## config.mk

```make
export PLATFORM = sky130hd
export DESIGN_NAME = accel_jump_detector
export DESIGN_NICKNAME = d
export VERILOG_FILES = /design/src/rtl/core/ajd_pkg.sv /design/src/rtl/core/ajd_isqrt.sv /design/src/rtl/core/accel_jump_detector.sv
export SDC_FILE = /design/constraint.sdc
export NUM_CORES = 2
export LEC_CHECK = 0
export ABC_AREA = 1
export BUFFER_PORTS_ARGS = -buffer_cell sky130_fd_sc_hd__buf_2
export CAP_MARGIN = 15
export CORE_ASPECT_RATIO = 0.6
export CORE_MARGIN = 8
export CORE_UTILIZATION = 45
export CTS_CLUSTER_DIAMETER = 80
export DETAILED_ROUTE_END_ITERATION = 10
export SLEW_MARGIN = 0
export SYNTH_ARGS = -nofsm -noshare
export SYNTH_HDL_FRONTEND = slang
export SYNTH_HIERARCHICAL = 1
export SYNTH_SLANG_ARGS = --single-unit
```

## constraint.sdc

```tcl
create_clock -name i_clk -period 17 [get_ports i_clk]
set_input_delay 1.7 -clock i_clk [delete_from_list [all_inputs] [get_ports i_clk]]
set_output_delay 1.7 -clock i_clk [all_outputs]
set_load 0.01 [all_outputs]
```

## src/rtl/core/ajd_pkg.sv

```systemverilog
// ----------------------------------------------------------------------------
// ajd_pkg
// shared types, register indexes and reset values of the jump detector
// ----------------------------------------------------------------------------
package ajd_pkg;

    localparam int SAMPLE_W = 16;
    localparam int TIME_W   = 32;
    localparam int MAG_W    = 16;
    localparam int RAD_W    = 2 * MAG_W;
    localparam int REM_W    = MAG_W + 2;
    localparam int CFG_W    = 16;
    localparam int ALPHA_W  = 8;

    // configuration register indexes
    localparam logic [2:0] CFG_FILTER_ALPHA    = 3'd0;
    localparam logic [2:0] CFG_RISE_THRESHOLD  = 3'd1;
    localparam logic [2:0] CFG_FALL_THRESHOLD  = 3'd2;
    localparam logic [2:0] CFG_LAND_LOW        = 3'd3;
    localparam logic [2:0] CFG_LAND_HIGH       = 3'd4;
    localparam logic [2:0] CFG_MIN_DURATION_MS = 3'd5;
    localparam logic [2:0] CFG_MAX_DURATION_MS = 3'd6;
    localparam logic [2:0] CFG_COOLDOWN_MS     = 3'd7;

    // reset values
    localparam logic [ALPHA_W-1:0] RST_FILTER_ALPHA    = 8'd179;
    localparam logic [CFG_W-1:0]   RST_RISE_THRESHOLD  = 16'd6144;
    localparam logic [CFG_W-1:0]   RST_FALL_THRESHOLD  = 16'd3277;
    localparam logic [CFG_W-1:0]   RST_LAND_LOW        = 16'd3277;
    localparam logic [CFG_W-1:0]   RST_LAND_HIGH       = 16'd4915;
    localparam logic [CFG_W-1:0]   RST_MIN_DURATION_MS = 16'd80;
    localparam logic [CFG_W-1:0]   RST_MAX_DURATION_MS = 16'd1500;
    localparam logic [CFG_W-1:0]   RST_COOLDOWN_MS     = 16'd250;
    localparam logic [MAG_W-1:0]   RST_FILTER_VALUE    = 16'd4096;

    typedef enum logic [1:0] {
        PH_IDLE     = 2'd0,
        PH_RISING   = 2'd1,
        PH_FALLING  = 2'd2,
        PH_COOLDOWN = 2'd3
    } t_phase;

    typedef enum logic [2:0] {
        SQ_IDLE,
        SQ_SQX,
        SQ_SQY,
        SQ_SQZ,
        SQ_ROOT,
        SQ_FLTA,
        SQ_FLTB,
        SQ_DONE
    } t_seq;

endpackage

```

## src/rtl/core/ajd_isqrt.sv

```systemverilog
// ----------------------------------------------------------------------------
// ajd_isqrt
// bit-serial floor square root, one result bit per cycle
// ----------------------------------------------------------------------------
module ajd_isqrt
    import ajd_pkg::*;
(
    input  logic             i_clk,
    input  logic             i_rst_n,
    input  logic             i_start,
    input  logic [RAD_W-1:0] i_radicand,
    output logic             o_done,
    output logic [MAG_W-1:0] o_root
);

    localparam int CNT_W = $clog2(MAG_W);

    logic [RAD_W-1:0] r_rad;
    logic [REM_W-1:0] r_rem;
    logic [MAG_W-1:0] r_root;
    logic [CNT_W-1:0] r_cnt;
    logic             r_busy;
    logic             r_done;

    logic [REM_W+1:0] w_rem_sh;
    logic [REM_W+1:0] w_trial;
    logic             w_fit;

    // bring down two radicand bits, try root*4+1
    assign w_rem_sh = {r_rem, r_rad[RAD_W-1 -: 2]};
    assign w_trial  = {2'b00, r_root, 2'b01};
    assign w_fit    = (w_rem_sh >= w_trial);

    always_ff @(posedge i_clk) begin
        if (!i_rst_n) begin
            r_busy <= 1'b0;
            r_done <= 1'b0;
            r_cnt  <= '0;
        end else begin
            r_done <= 1'b0;
            if (i_start) begin
                r_busy <= 1'b1;
                r_cnt  <= '0;
            end else if (r_busy) begin
                r_cnt <= r_cnt + 1'b1;
                if (r_cnt == CNT_W'(MAG_W - 1)) begin
                    r_busy <= 1'b0;
                    r_done <= 1'b1;
                end
            end
        end
    end

    always_ff @(posedge i_clk) begin
        if (i_start) begin
            r_rad  <= i_radicand;
            r_rem  <= '0;
            r_root <= '0;
        end else if (r_busy) begin
            r_rad <= {r_rad[RAD_W-3:0], 2'b00};
            if (w_fit) begin
                r_rem  <= REM_W'(w_rem_sh - w_trial);
                r_root <= {r_root[MAG_W-2:0], 1'b1};
            end else begin
                r_rem  <= REM_W'(w_rem_sh);
                r_root <= {r_root[MAG_W-2:0], 1'b0};
            end
        end
    end

    assign o_done = r_done;
    assign o_root = r_root;

endmodule

```

## src/rtl/core/accel_jump_detector.sv

```systemverilog
// ----------------------------------------------------------------------------
// accel_jump_detector
// accelerometer magnitude, low-pass filter and four-phase jump detector
// ----------------------------------------------------------------------------
//  channel   direction  handshake                 payload
//  in        sink       i_in_valid / o_in_ready   i_accel_x/y/z, i_time_ms
//  out       source     o_out_valid / i_out_ready o_jump_found,
//                                                 o_smoothed_magnitude, o_phase
//  cfg       sink       i_cfg_we                  i_cfg_idx, i_cfg_data
//
//  one sample passes from transfer to result through 3 squares on the
//  shared 16x16 multiplier, the bit-serial root step (16 bit-serial steps,
//  then a registered done flag), 2 filter products on the same multiplier
//  and 1 detector decision; ready returns with the result, so a new
//  sample is accepted only once the previous one has been loaded
//  the root unit, one bit a cycle, takes most of a sample's processing
//  reset is synchronous and active low; it restores register defaults,
//  the idle phase, both stamps and a filter value of 1.0 g
//  a result waits in the output register until taken; the next sample
//  is accepted meanwhile and holds in the decision step if the register
//  is still full
// ----------------------------------------------------------------------------
module accel_jump_detector
    import ajd_pkg::*;
(
    input  logic                       i_clk,
    input  logic                       i_rst_n,

    input  logic                       i_cfg_we,
    input  logic [2:0]                 i_cfg_idx,
    input  logic [CFG_W-1:0]           i_cfg_data,

    input  logic                       i_in_valid,
    output logic                       o_in_ready,
    input  logic signed [SAMPLE_W-1:0] i_accel_x,
    input  logic signed [SAMPLE_W-1:0] i_accel_y,
    input  logic signed [SAMPLE_W-1:0] i_accel_z,
    input  logic [TIME_W-1:0]          i_time_ms,

    output logic                       o_out_valid,
    input  logic                       i_out_ready,
    output logic                       o_jump_found,
    output logic [MAG_W-1:0]           o_smoothed_magnitude,
    output logic [1:0]                 o_phase
);

    // configuration registers
    logic [ALPHA_W-1:0] r_alpha;
    logic [CFG_W-1:0]   r_rise_th;
    logic [CFG_W-1:0]   r_fall_th;
    logic [CFG_W-1:0]   r_land_low;
    logic [CFG_W-1:0]   r_land_high;
    logic [CFG_W-1:0]   r_min_dur;
    logic [CFG_W-1:0]   r_max_dur;
    logic [CFG_W-1:0]   r_cooldown;

    // detector state
    t_phase             r_phase;
    logic [TIME_W-1:0]  r_start;
    logic [TIME_W-1:0]  r_last;
    logic [MAG_W-1:0]   r_filt;

    // sample capture and sequencer
    t_seq               r_seq;
    t_seq               n_seq;
    logic [SAMPLE_W-1:0] r_ax;
    logic [SAMPLE_W-1:0] r_ay;
    logic [SAMPLE_W-1:0] r_az;
    logic [TIME_W-1:0]  r_time;
    logic [RAD_W-1:0]   r_acc;

    // output register
    logic               r_out_valid;
    logic               r_jump;
    logic [MAG_W-1:0]   r_out_mag;
    t_phase             r_out_phase;

    logic               w_accept;
    logic               w_load;
    logic               w_root_start;
    logic               w_root_done;
    logic [MAG_W-1:0]   w_root;

    logic [MAG_W-1:0]   w_mul_a;
    logic [MAG_W-1:0]   w_mul_b;
    logic [RAD_W-1:0]   w_prod;
    logic [RAD_W-1:0]   w_acc_sum;
    logic [ALPHA_W:0]   w_beta;

    logic [MAG_W-1:0]   w_f;
    logic [TIME_W-1:0]  w_dur;
    logic [TIME_W-1:0]  w_since;
    logic               w_over_max;
    logic               w_cool_ok;
    t_phase             n_phase;
    logic               n_found;

    function automatic logic [SAMPLE_W-1:0] abs16(input logic [SAMPLE_W-1:0] v);
        logic [SAMPLE_W-1:0] neg;
        neg = SAMPLE_W'(~v + 1'b1);
        return v[SAMPLE_W-1] ? neg : v;
    endfunction

    assign o_in_ready = (r_seq == SQ_IDLE);
    assign w_accept   = i_in_valid && o_in_ready;
    assign w_load     = (r_seq == SQ_DONE) && (!r_out_valid || i_out_ready);

    // ---------------------------------------------------------------
    // configuration writes
    // ---------------------------------------------------------------
    always_ff @(posedge i_clk) begin
        if (!i_rst_n) begin
            r_alpha     <= RST_FILTER_ALPHA;
            r_rise_th   <= RST_RISE_THRESHOLD;
            r_fall_th   <= RST_FALL_THRESHOLD;
            r_land_low  <= RST_LAND_LOW;
            r_land_high <= RST_LAND_HIGH;
            r_min_dur   <= RST_MIN_DURATION_MS;
            r_max_dur   <= RST_MAX_DURATION_MS;
            r_cooldown  <= RST_COOLDOWN_MS;
        end else if (i_cfg_we) begin
            unique case (i_cfg_idx)
                CFG_FILTER_ALPHA:    r_alpha     <= i_cfg_data[ALPHA_W-1:0];
                CFG_RISE_THRESHOLD:  r_rise_th   <= i_cfg_data;
                CFG_FALL_THRESHOLD:  r_fall_th   <= i_cfg_data;
                CFG_LAND_LOW:        r_land_low  <= i_cfg_data;
                CFG_LAND_HIGH:       r_land_high <= i_cfg_data;
                CFG_MIN_DURATION_MS: r_min_dur   <= i_cfg_data;
                CFG_MAX_DURATION_MS: r_max_dur   <= i_cfg_data;
                CFG_COOLDOWN_MS:     r_cooldown  <= i_cfg_data;
                default: ;
            endcase
        end
    end

    // ---------------------------------------------------------------
    // shared multiplier: three squares, then the two filter products
    // ---------------------------------------------------------------
    assign w_beta = (ALPHA_W+1)'(2 ** ALPHA_W) - {1'b0, r_alpha};

    always_comb begin
        unique case (r_seq)
            SQ_SQX: begin
                w_mul_a = abs16(r_ax);
                w_mul_b = abs16(r_ax);
            end
            SQ_SQY: begin
                w_mul_a = abs16(r_ay);
                w_mul_b = abs16(r_ay);
            end
            SQ_SQZ: begin
                w_mul_a = abs16(r_az);
                w_mul_b = abs16(r_az);
            end
            SQ_FLTA: begin
                // weight of the previous filter value
                w_mul_a = MAG_W'(r_alpha);
                w_mul_b = r_filt;
            end
            SQ_FLTB: begin
                // weight of the new magnitude
                w_mul_a = MAG_W'(w_beta);
                w_mul_b = w_root;
            end
            default: begin
                w_mul_a = '0;
                w_mul_b = '0;
            end
        endcase
    end

    assign w_prod    = w_mul_a * w_mul_b;
    assign w_acc_sum = r_acc + w_prod;

    // sum of squares goes straight into the root unit
    assign w_root_start = (r_seq == SQ_SQZ);

    ajd_isqrt u_isqrt (
        .i_clk      (i_clk),
        .i_rst_n    (i_rst_n),
        .i_start    (w_root_start),
        .i_radicand (w_acc_sum),
        .o_done     (w_root_done),
        .o_root     (w_root)
    );

    // ---------------------------------------------------------------
    // sequencer
    // ---------------------------------------------------------------
    always_ff @(posedge i_clk) begin
        if (!i_rst_n) begin
            r_seq <= SQ_IDLE;
        end else begin
            r_seq <= n_seq;
        end
    end

    always_comb begin
        n_seq = r_seq;
        unique case (r_seq)
            SQ_IDLE: if (w_accept) n_seq = SQ_SQX;
            SQ_SQX:  n_seq = SQ_SQY;
            SQ_SQY:  n_seq = SQ_SQZ;
            SQ_SQZ:  n_seq = SQ_ROOT;
            SQ_ROOT: if (w_root_done) n_seq = SQ_FLTA;
            SQ_FLTA: n_seq = SQ_FLTB;
            SQ_FLTB: n_seq = SQ_DONE;
            SQ_DONE: if (w_load) n_seq = SQ_IDLE;
            default: n_seq = SQ_IDLE;
        endcase
    end

    // sample capture and accumulator
    always_ff @(posedge i_clk) begin
        if (w_accept) begin
            r_ax   <= i_accel_x;
            r_ay   <= i_accel_y;
            r_az   <= i_accel_z;
            r_time <= i_time_ms;
        end
        unique case (r_seq)
            SQ_SQX, SQ_FLTA:         r_acc <= w_prod;
            SQ_SQY, SQ_SQZ, SQ_FLTB: r_acc <= w_acc_sum;
            default: ;
        endcase
    end

    // ---------------------------------------------------------------
    // detector decision on the new filter value
    // ---------------------------------------------------------------
    assign w_f        = r_acc[MAG_W+ALPHA_W-1:ALPHA_W];
    assign w_dur      = r_time - r_start;
    assign w_since    = r_time - r_last;
    assign w_over_max = (w_dur > TIME_W'(r_max_dur));
    assign w_cool_ok  = (w_since >= TIME_W'(r_cooldown));

    always_comb begin
        n_phase = r_phase;
        n_found = 1'b0;
        unique case (r_phase)
            PH_IDLE: begin
                if (w_f > r_rise_th) n_phase = PH_RISING;
            end
            PH_RISING: begin
                priority if (w_f < r_fall_th) n_phase = PH_FALLING;
                else if (w_over_max)          n_phase = PH_IDLE;
                else                          n_phase = r_phase;
            end
            PH_FALLING: begin
                priority if (w_f > r_land_low && w_f < r_land_high) begin
                    // a rejected landing still enters cooldown
                    n_phase = PH_COOLDOWN;
                    n_found = (w_dur >= TIME_W'(r_min_dur)) && !w_over_max && w_cool_ok;
                end else if (w_over_max) begin
                    n_phase = PH_IDLE;
                end else begin
                    n_phase = r_phase;
                end
            end
            PH_COOLDOWN: begin
                if (w_cool_ok) n_phase = PH_IDLE;
            end
            default: n_phase = PH_IDLE;
        endcase
    end

    always_ff @(posedge i_clk) begin
        if (!i_rst_n) begin
            r_phase <= PH_IDLE;
            r_start <= '0;
            r_last  <= '0;
            r_filt  <= RST_FILTER_VALUE;
        end else if (w_load) begin
            r_phase <= n_phase;
            r_filt  <= w_f;
            if (r_phase == PH_IDLE && n_phase == PH_RISING) r_start <= r_time;
            if (n_found) r_last <= r_time;
        end
    end

    // ---------------------------------------------------------------
    // output register
    // ---------------------------------------------------------------
    always_ff @(posedge i_clk) begin
        if (!i_rst_n) begin
            r_out_valid <= 1'b0;
        end else if (w_load) begin
            r_out_valid <= 1'b1;
        end else if (i_out_ready) begin
            r_out_valid <= 1'b0;
        end
    end

    always_ff @(posedge i_clk) begin
        if (w_load) begin
            r_jump      <= n_found;
            r_out_mag   <= w_f;
            r_out_phase <= n_phase;
        end
    end

    assign o_out_valid          = r_out_valid;
    assign o_jump_found         = r_jump;
    assign o_smoothed_magnitude = r_out_mag;
    assign o_phase              = r_out_phase;

`ifndef SYNTH
    // detector phase moves only when a result is loaded
    a_phase_on_load: assert property (@(posedge i_clk) disable iff (!i_rst_n)
        ($past(i_rst_n) && r_phase != $past(r_phase)) |-> $past(w_load))
        else $error("phase changed without a result load");

    // an accepted jump always lands in cooldown
    a_found_cooldown: assert property (@(posedge i_clk) disable iff (!i_rst_n)
        (o_out_valid && o_jump_found) |-> (o_phase == PH_COOLDOWN))
        else $error("jump reported outside cooldown");

    // the root unit finishes only while the sequencer waits on it
    a_root_done_seq: assert property (@(posedge i_clk) disable iff (!i_rst_n)
        w_root_done |-> (r_seq == SQ_ROOT))
        else $error("root done outside the root step");
`endif

endmodule
```

### After elaboration in Yosys (flattened, before gate mapping)

Cells that the tools add are included.

* bits in registers: 409
* input port bits: 104
* word-level logic and storage cells: 131

* add/sub/neg operators: 9
* $mul: 1
* order comparisons: 8
* equality and inequality tests: 22
* multiplexer cells: 28
* bitwise gates (word level): 5
* reduce and logical (&&, ||, !) cells: 30

Operator list (number)
* $pmux W16 S5: 2
* $ge A32 B16 Y1: 2
* $mux W32: 2
* $pmux W32 S2: 1
* $sub A32 B32 Y32: 2
* $add A16 B1 Y16 const B: 3
* $mux W16: 3
* $not A16 Y16: 3
* $add A32 B32 Y32: 1
* $gt A16 B16 Y1: 2
* $gt A32 B16 Y1: 1
* $lt A16 B16 Y1: 2
* $mul A16 B16 Y32: 1
* $eq A3 B3 Y1 const B: 8
* $pmux W3 S8: 1
* $ge A20 B18 Y1: 1
* $reduce_and A2 Y1: 10
* $mux W18: 1
* $sub A18 B18 Y18: 1
* $eq A3 B2 Y1 const B: 4
* $mux W2: 5
* $mux W1: 9
* $mux W3: 3
* $sub A9 B8 Y9 const A: 1
* 18 further kinds: 34

### Logic depth before layout (Yosys ltp)

* depth after elaboration: 8
* gate-level depth with buffers: 50
* mapped depth without buffers: 50

### By module

The synthesis kept the hierarchy.

Modules (own cells, without submodules)
* accel_jump_detector: instances 1, cells an instance 4285, area an instance 30908.4 um2, seq. area each 8057.7 um2
* ajd_isqrt: instances 1, cells an instance 567, area an instance 4151.5 um2, seq. area each 1761.7 um2

### Worst setup path after synthesis

OpenSTA, ideal clock, no wires.

* kind: register to register
* start point: reg r_az[0]
* end point: reg u_isqrt.r_rad[31] (data pin)
* arrival time: 8642 ps
* slack: 8105 ps
* stages on the path, launching flop included: 49
* buffers on the path: 0
* period minus slack after synthesis: 8895 ps
* cells stage by stage: edfxtp_1 > inv_1 > ha_1 > inv_1 > nor4_1 > inv_1 > nor2_1 > nand3_1 > nand2_1 > nand2_1 > o21ai_0 > a21o_1 > o21ai_0 > nor2_1 > inv_2 > nor2_2 > inv_2 > nand2_1 > [... 13 more ...] > o21ai_0 > a21boi_0 > o21bai_1 > nand2_1 > nand2_1 > nand2_1 > and2_1 > ha_1 > a21o_1 > a31oi_1 > nor2_1 > a2111oi_0 > nand3_1 > nand2_1 > nand2_1 > and2_1 > nand2_1 > nand2_1

* cells in the longest elaborated chain, start to end: 7
* elaborated cells on any way between the ends: 8
* those cells by class: add/sub (2); mul (1); mux (4); bitwise (1)

Ends and longest elaborated chain
* from (decl): RTL line accel_jump_detector.sv:68 `logic [SAMPLE_W-1:0] r_az;`
* from (signal assigned): RTL line accel_jump_detector.sv:218 `r_az <= i_accel_z;`
* $not A16 Y16: RTL line accel_jump_detector.sv:100 `neg = SAMPLE_W'(~v + 1'b1);`
* $add A16 B1 Y16: RTL line accel_jump_detector.sv:100
* $mux W16 *: RTL line accel_jump_detector.sv:101 `return v[SAMPLE_W-1] ? neg : v;`
* $pmux W16 S5: RTL line accel_jump_detector.sv:142 `unique case (r_seq)`
* $mul A16 B16 Y32 *: RTL line accel_jump_detector.sv:172 `assign w_prod = w_mul_a * w_mul_b;`
* $add A32 B32 Y32 *: RTL line accel_jump_detector.sv:173 `assign w_acc_sum = r_acc + w_prod;`
* via w_acc_sum[31]: RTL line accel_jump_detector.sv:87 `logic [RAD_W-1:0] w_acc_sum;`
* $mux W32 *: RTL line ajd_isqrt.sv:55 `if (i_start) begin`
* to (signal assigned): RTL line ajd_isqrt.sv:56 `r_rad <= i_radicand;`
* to (signal assigned): RTL line ajd_isqrt.sv:60 `r_rad <= {r_rad[RAD_W-3:0], 2'b00};`
* to (decl): RTL line ajd_isqrt.sv:18 `logic [RAD_W-1:0] r_rad;`

Mark *: on every way through the listed nets, which the timed path passes. The rest lies on a longest branch.
A chain may end at the register's enable or synchronous reset.

### Worst setup path after layout

* start point: reg r_ax[2]
* end point: reg u_isqrt.r_rad[31] (data pin)

* cells in the longest elaborated chain, start to end: 7
* elaborated cells on any way between the ends: 8
* those cells by class: add/sub (2); mul (1); mux (4); bitwise (1)

Ends and longest elaborated chain
* from (decl): RTL line accel_jump_detector.sv:66 `logic [SAMPLE_W-1:0] r_ax;`
* from (signal assigned): RTL line accel_jump_detector.sv:216 `r_ax <= i_accel_x;`
* $not A16 Y16: RTL line accel_jump_detector.sv:100
* $add A16 B1 Y16: RTL line accel_jump_detector.sv:100
* $mux W16 *: RTL line accel_jump_detector.sv:101
* $pmux W16 S5: RTL line accel_jump_detector.sv:142
* $mul A16 B16 Y32 *: RTL line accel_jump_detector.sv:172
* $add A32 B32 Y32 *: RTL line accel_jump_detector.sv:173
* via w_acc_sum[31]: RTL line accel_jump_detector.sv:87
* $mux W32 *: RTL line ajd_isqrt.sv:55

Marks and branches as above.

==> qor.csv <==
metric;value;unit
minimum clock period after layout;10.59;ns
Starting Density;45.4;%
gp weighted congestion;0.971;
I/O pin total;125;
sequential share of the synthesized area;28.0;%
Synth Area per Inst;7.23;sq um
most frequent cells in the layout;nand2_1, inv_1, nor2_1;
GRT Resource Usage Total;25.7;%
Worst EP arrival;10.93;ns
critical path's largest stage delay;0.57;ns
Max Slew Vio Count;0;
row count;79;
P_leak;19.1;nW
Die Y;232;um
clk root buf;clkbuf_16;
core area;77300;sq um
Top cell by count, worst path;inv_1;
Async SR Flop Fraction;0;%
CP Capture Type;register;
top_reg_cell synth;dfxtp_1;
Slew headroom;16.9;%
CP endpoint;u_isqrt/r_rad[31];
wire per inst;18.9;um
largest net degree at the start of global routing;73;
Port Buffer Count;124;
Synth area leader;dfxtp_1;
R2R setup slack;6.41;ns
First DRT Iteration DRCs;3639;
post-synthesis xor/xnor area fraction;2.27;%
dpl hpwl;92.5;mm
Worst EP required;17.34;ns
initial antenna violation count;13;
yosys warns;6;
layout cells sized above 1;5.47;%
Worst Setup SP;r_ax[2];
r2r startpoint;r_ax[2];
Worst-Margin Slew;1.24;ns
Distinct cells, synth;65;
Resized cells post-CTS;0;
clk_skew;0.0289;ns
Max VDD drop;0.180;mV
DR pass1 iterations;6;
Num CTS Buffers;43;
Synth Instances;4852;
Routed Wire Length;114;mm
vias in the first global route;28561;
drt drc;0;
Max Fanout on Critical Path;11;
final core utilization;49.5;%
Synth Area in Compound Gates;10.6;%
H-Tree Depth;2;
Vias;31295;
top post-synthesis cells by area;dfxtp_1, edfxtp_1, nand2_1;
first-pass GRT wire length;174;mm
largest family of logic cells by synthesized area;simple AND/OR/NAND/NOR gates;
Die Area;87400;sq um
Sink Count;409;
area grow syn2layout;9.09;%
grt ovf;0;
DR vias/cell;5.18;
f_max;94.4;MHz
final setup TNS;0;ns
simple-gate share of the synthesized area;24.4;%
PwrDens;156;nW/um^2
Slowest-stage cell, CP;nor2_2;
final setup violation count;0;
cts hold-fix bufs;0;
later-pin clock latency in the skew report;0.61;ns
Finished Cell Area;38200;sq um
outcome;completed;
clock tree buffer depth;3;
reg2reg path depth;43;
worst hold path type;reg -> reg;
most common cell after layout, fill and taps aside;nand2_1;
Layout Nets;5588;
Netlist Area Pre-Place;35100;sq um
Post-synth EDFFs;163;
Placed Area;36800;sq um
Critical R2R Capture;u_isqrt/r_rad[31];
CTS tree;done;
Final Cycle Share;62.3;%
Post-CTS Setup Repair Bufs;0;
synthesized flop and latch total;409;
adder-cell share of the synthesized area;23.1;%
Fin. Hold Viols;0;
multiplexer share of the synthesized area;0.0286;%
Setup crit start kind;register;
top-area cell type share of the netlist area;14.0;%
critical path class;reg -> reg;
RSZ-0062 raised after global routing;no;
Final ANT Viol Nets;0;
clock-pin slew on the worst setup and hold paths;0.06;ns
chip width;376;um
max-cap violation count;0;
==> synthesized netlist by cell type, drive strengths merged, types with 12 or more instances <==
| master | count |
|---|---|
| nand2 | 1235 |
| inv | 929 |
| nor2 | 537 |
| ha | 332 |
| a21oi | 286 |
| o21ai | 252 |
| dfxtp | 246 |
| fa | 197 |
| nand3 | 189 |
| edfxtp | 163 |
| clkbuf | 82 |
| xor2 | 70 |
| nor3 | 55 |
| nand4 | 40 |
| o211ai | 38 |
| o22ai | 22 |
| buf | 21 |
| xnor2 | 21 |
| a31oi | 12 |
| and2 | 12 |
| o21bai | 12 |
==> cell families (layout without fill, tap and decap cells) <==
family / count (synthesis) / in the layout
DFF: 409 / 409
other: 2 / 11
adders and majority gates: 529 / 529
AOI/OAI and AO/OA: 677 / 677
and+or+nand+nor: 2102 / 2102
buffers and inverters: 1041 / 1171
muxes: 1 / 1
xor gates and xnor gates: 91 / 91
==> state kept, by name, indices dropped and copies added (netlist names), 18 cells and up <==
signal and flops:
r_acc 32, r_last 32, r_start 32, r_time 32, u_isqrt/r_rad 32, u_isqrt/r_rem 18
==> layout make-up <==
| cell class | count | area (sq um) |
|---|---|---|
| Fill cell | 7850 | 39100 |
| Multi-Input combinational cell | 3410 | 21300 |
| Sequential cell | 409 | 9820 |
| Inverter | 938 | 3520 |
| Tap cell | 1053 | 1320 |
| Clock buffer | 65 | 1270 |
| Timing Repair Buffer | 153 | 845 |
| Clock inverter | 15 | 203 |
| Antenna cell | 1 | 2.50 |
==> per-stage QoR <==
| stage | setup slack [ns] | total power (W) | cells | hold WS [ns] |
|---|---|---|---|---|
| CTS | 6.57 | 0.00587 | 6043 | 0.461 |
| finish | 6.41 | 0.00595 | 6044 | 0.460 |
| global placement | 6.82 | 0.00485 | 5963 | 0.441 |
| detailed placement | 6.57 | 0.00483 | 5963 | 0.446 |
| floorplan | 8.11 | 0.00378 | 4860 | 0.425 |
| global route | 5.55 | 0.00644 | 6044 | 0.480 |
==> worst min path at each step <==
| stage | startpoint | to | slack (ns) | cells past startpoint |
|---|---|---|---|---|
| 3_3_place_gp | r_fall_th[0] | r_fall_th[0] | 0.44 | 2 |
| 6_report | r_rise_th[2] | r_rise_th[2] | 0.46 | 2 |
| 2_1_floorplan | r_filt[10] | r_filt[10] | 0.42 | 2 |
| 4_1_cts | r_fall_th[0] | r_fall_th[0] | 0.46 | 2 |
| 3_5_place_dp | r_fall_th[0] | r_fall_th[0] | 0.45 | 2 |
| 5_1_grt | r_land_high[2] | r_land_high[2] | 0.48 | 2 |
==> layer usage <==
metal	up-vias	GRT usage [%]	share of wire (%)
met5	-	0	0.030
met4	6	3.84	1.4
met3	102	9.76	13
met2	1346	30.2	33
met1	14318	42.6	52
li1	15523	-	-
==> critical path: cells and delay by family, from the launching register on <==
family | cells | cell delay (ns)
buffers and inverters | 9 | 0.95
flip-flops | 1 | 0.45
AND/OR/NAND/NOR | 18 | 3.16
adder cells (fa/ha/maj) | 8 | 3.73
AO/OA/AOI/OAI | 7 | 1.63
XOR/XNOR | 1 | 0.37
==> report_power, final <==
part           internal [W]  switching (W)
registers           0.00118       0.000173
clock network      0.000583       0.000431
logic               0.00116        0.00242
(Power assumes the default switching activity.)
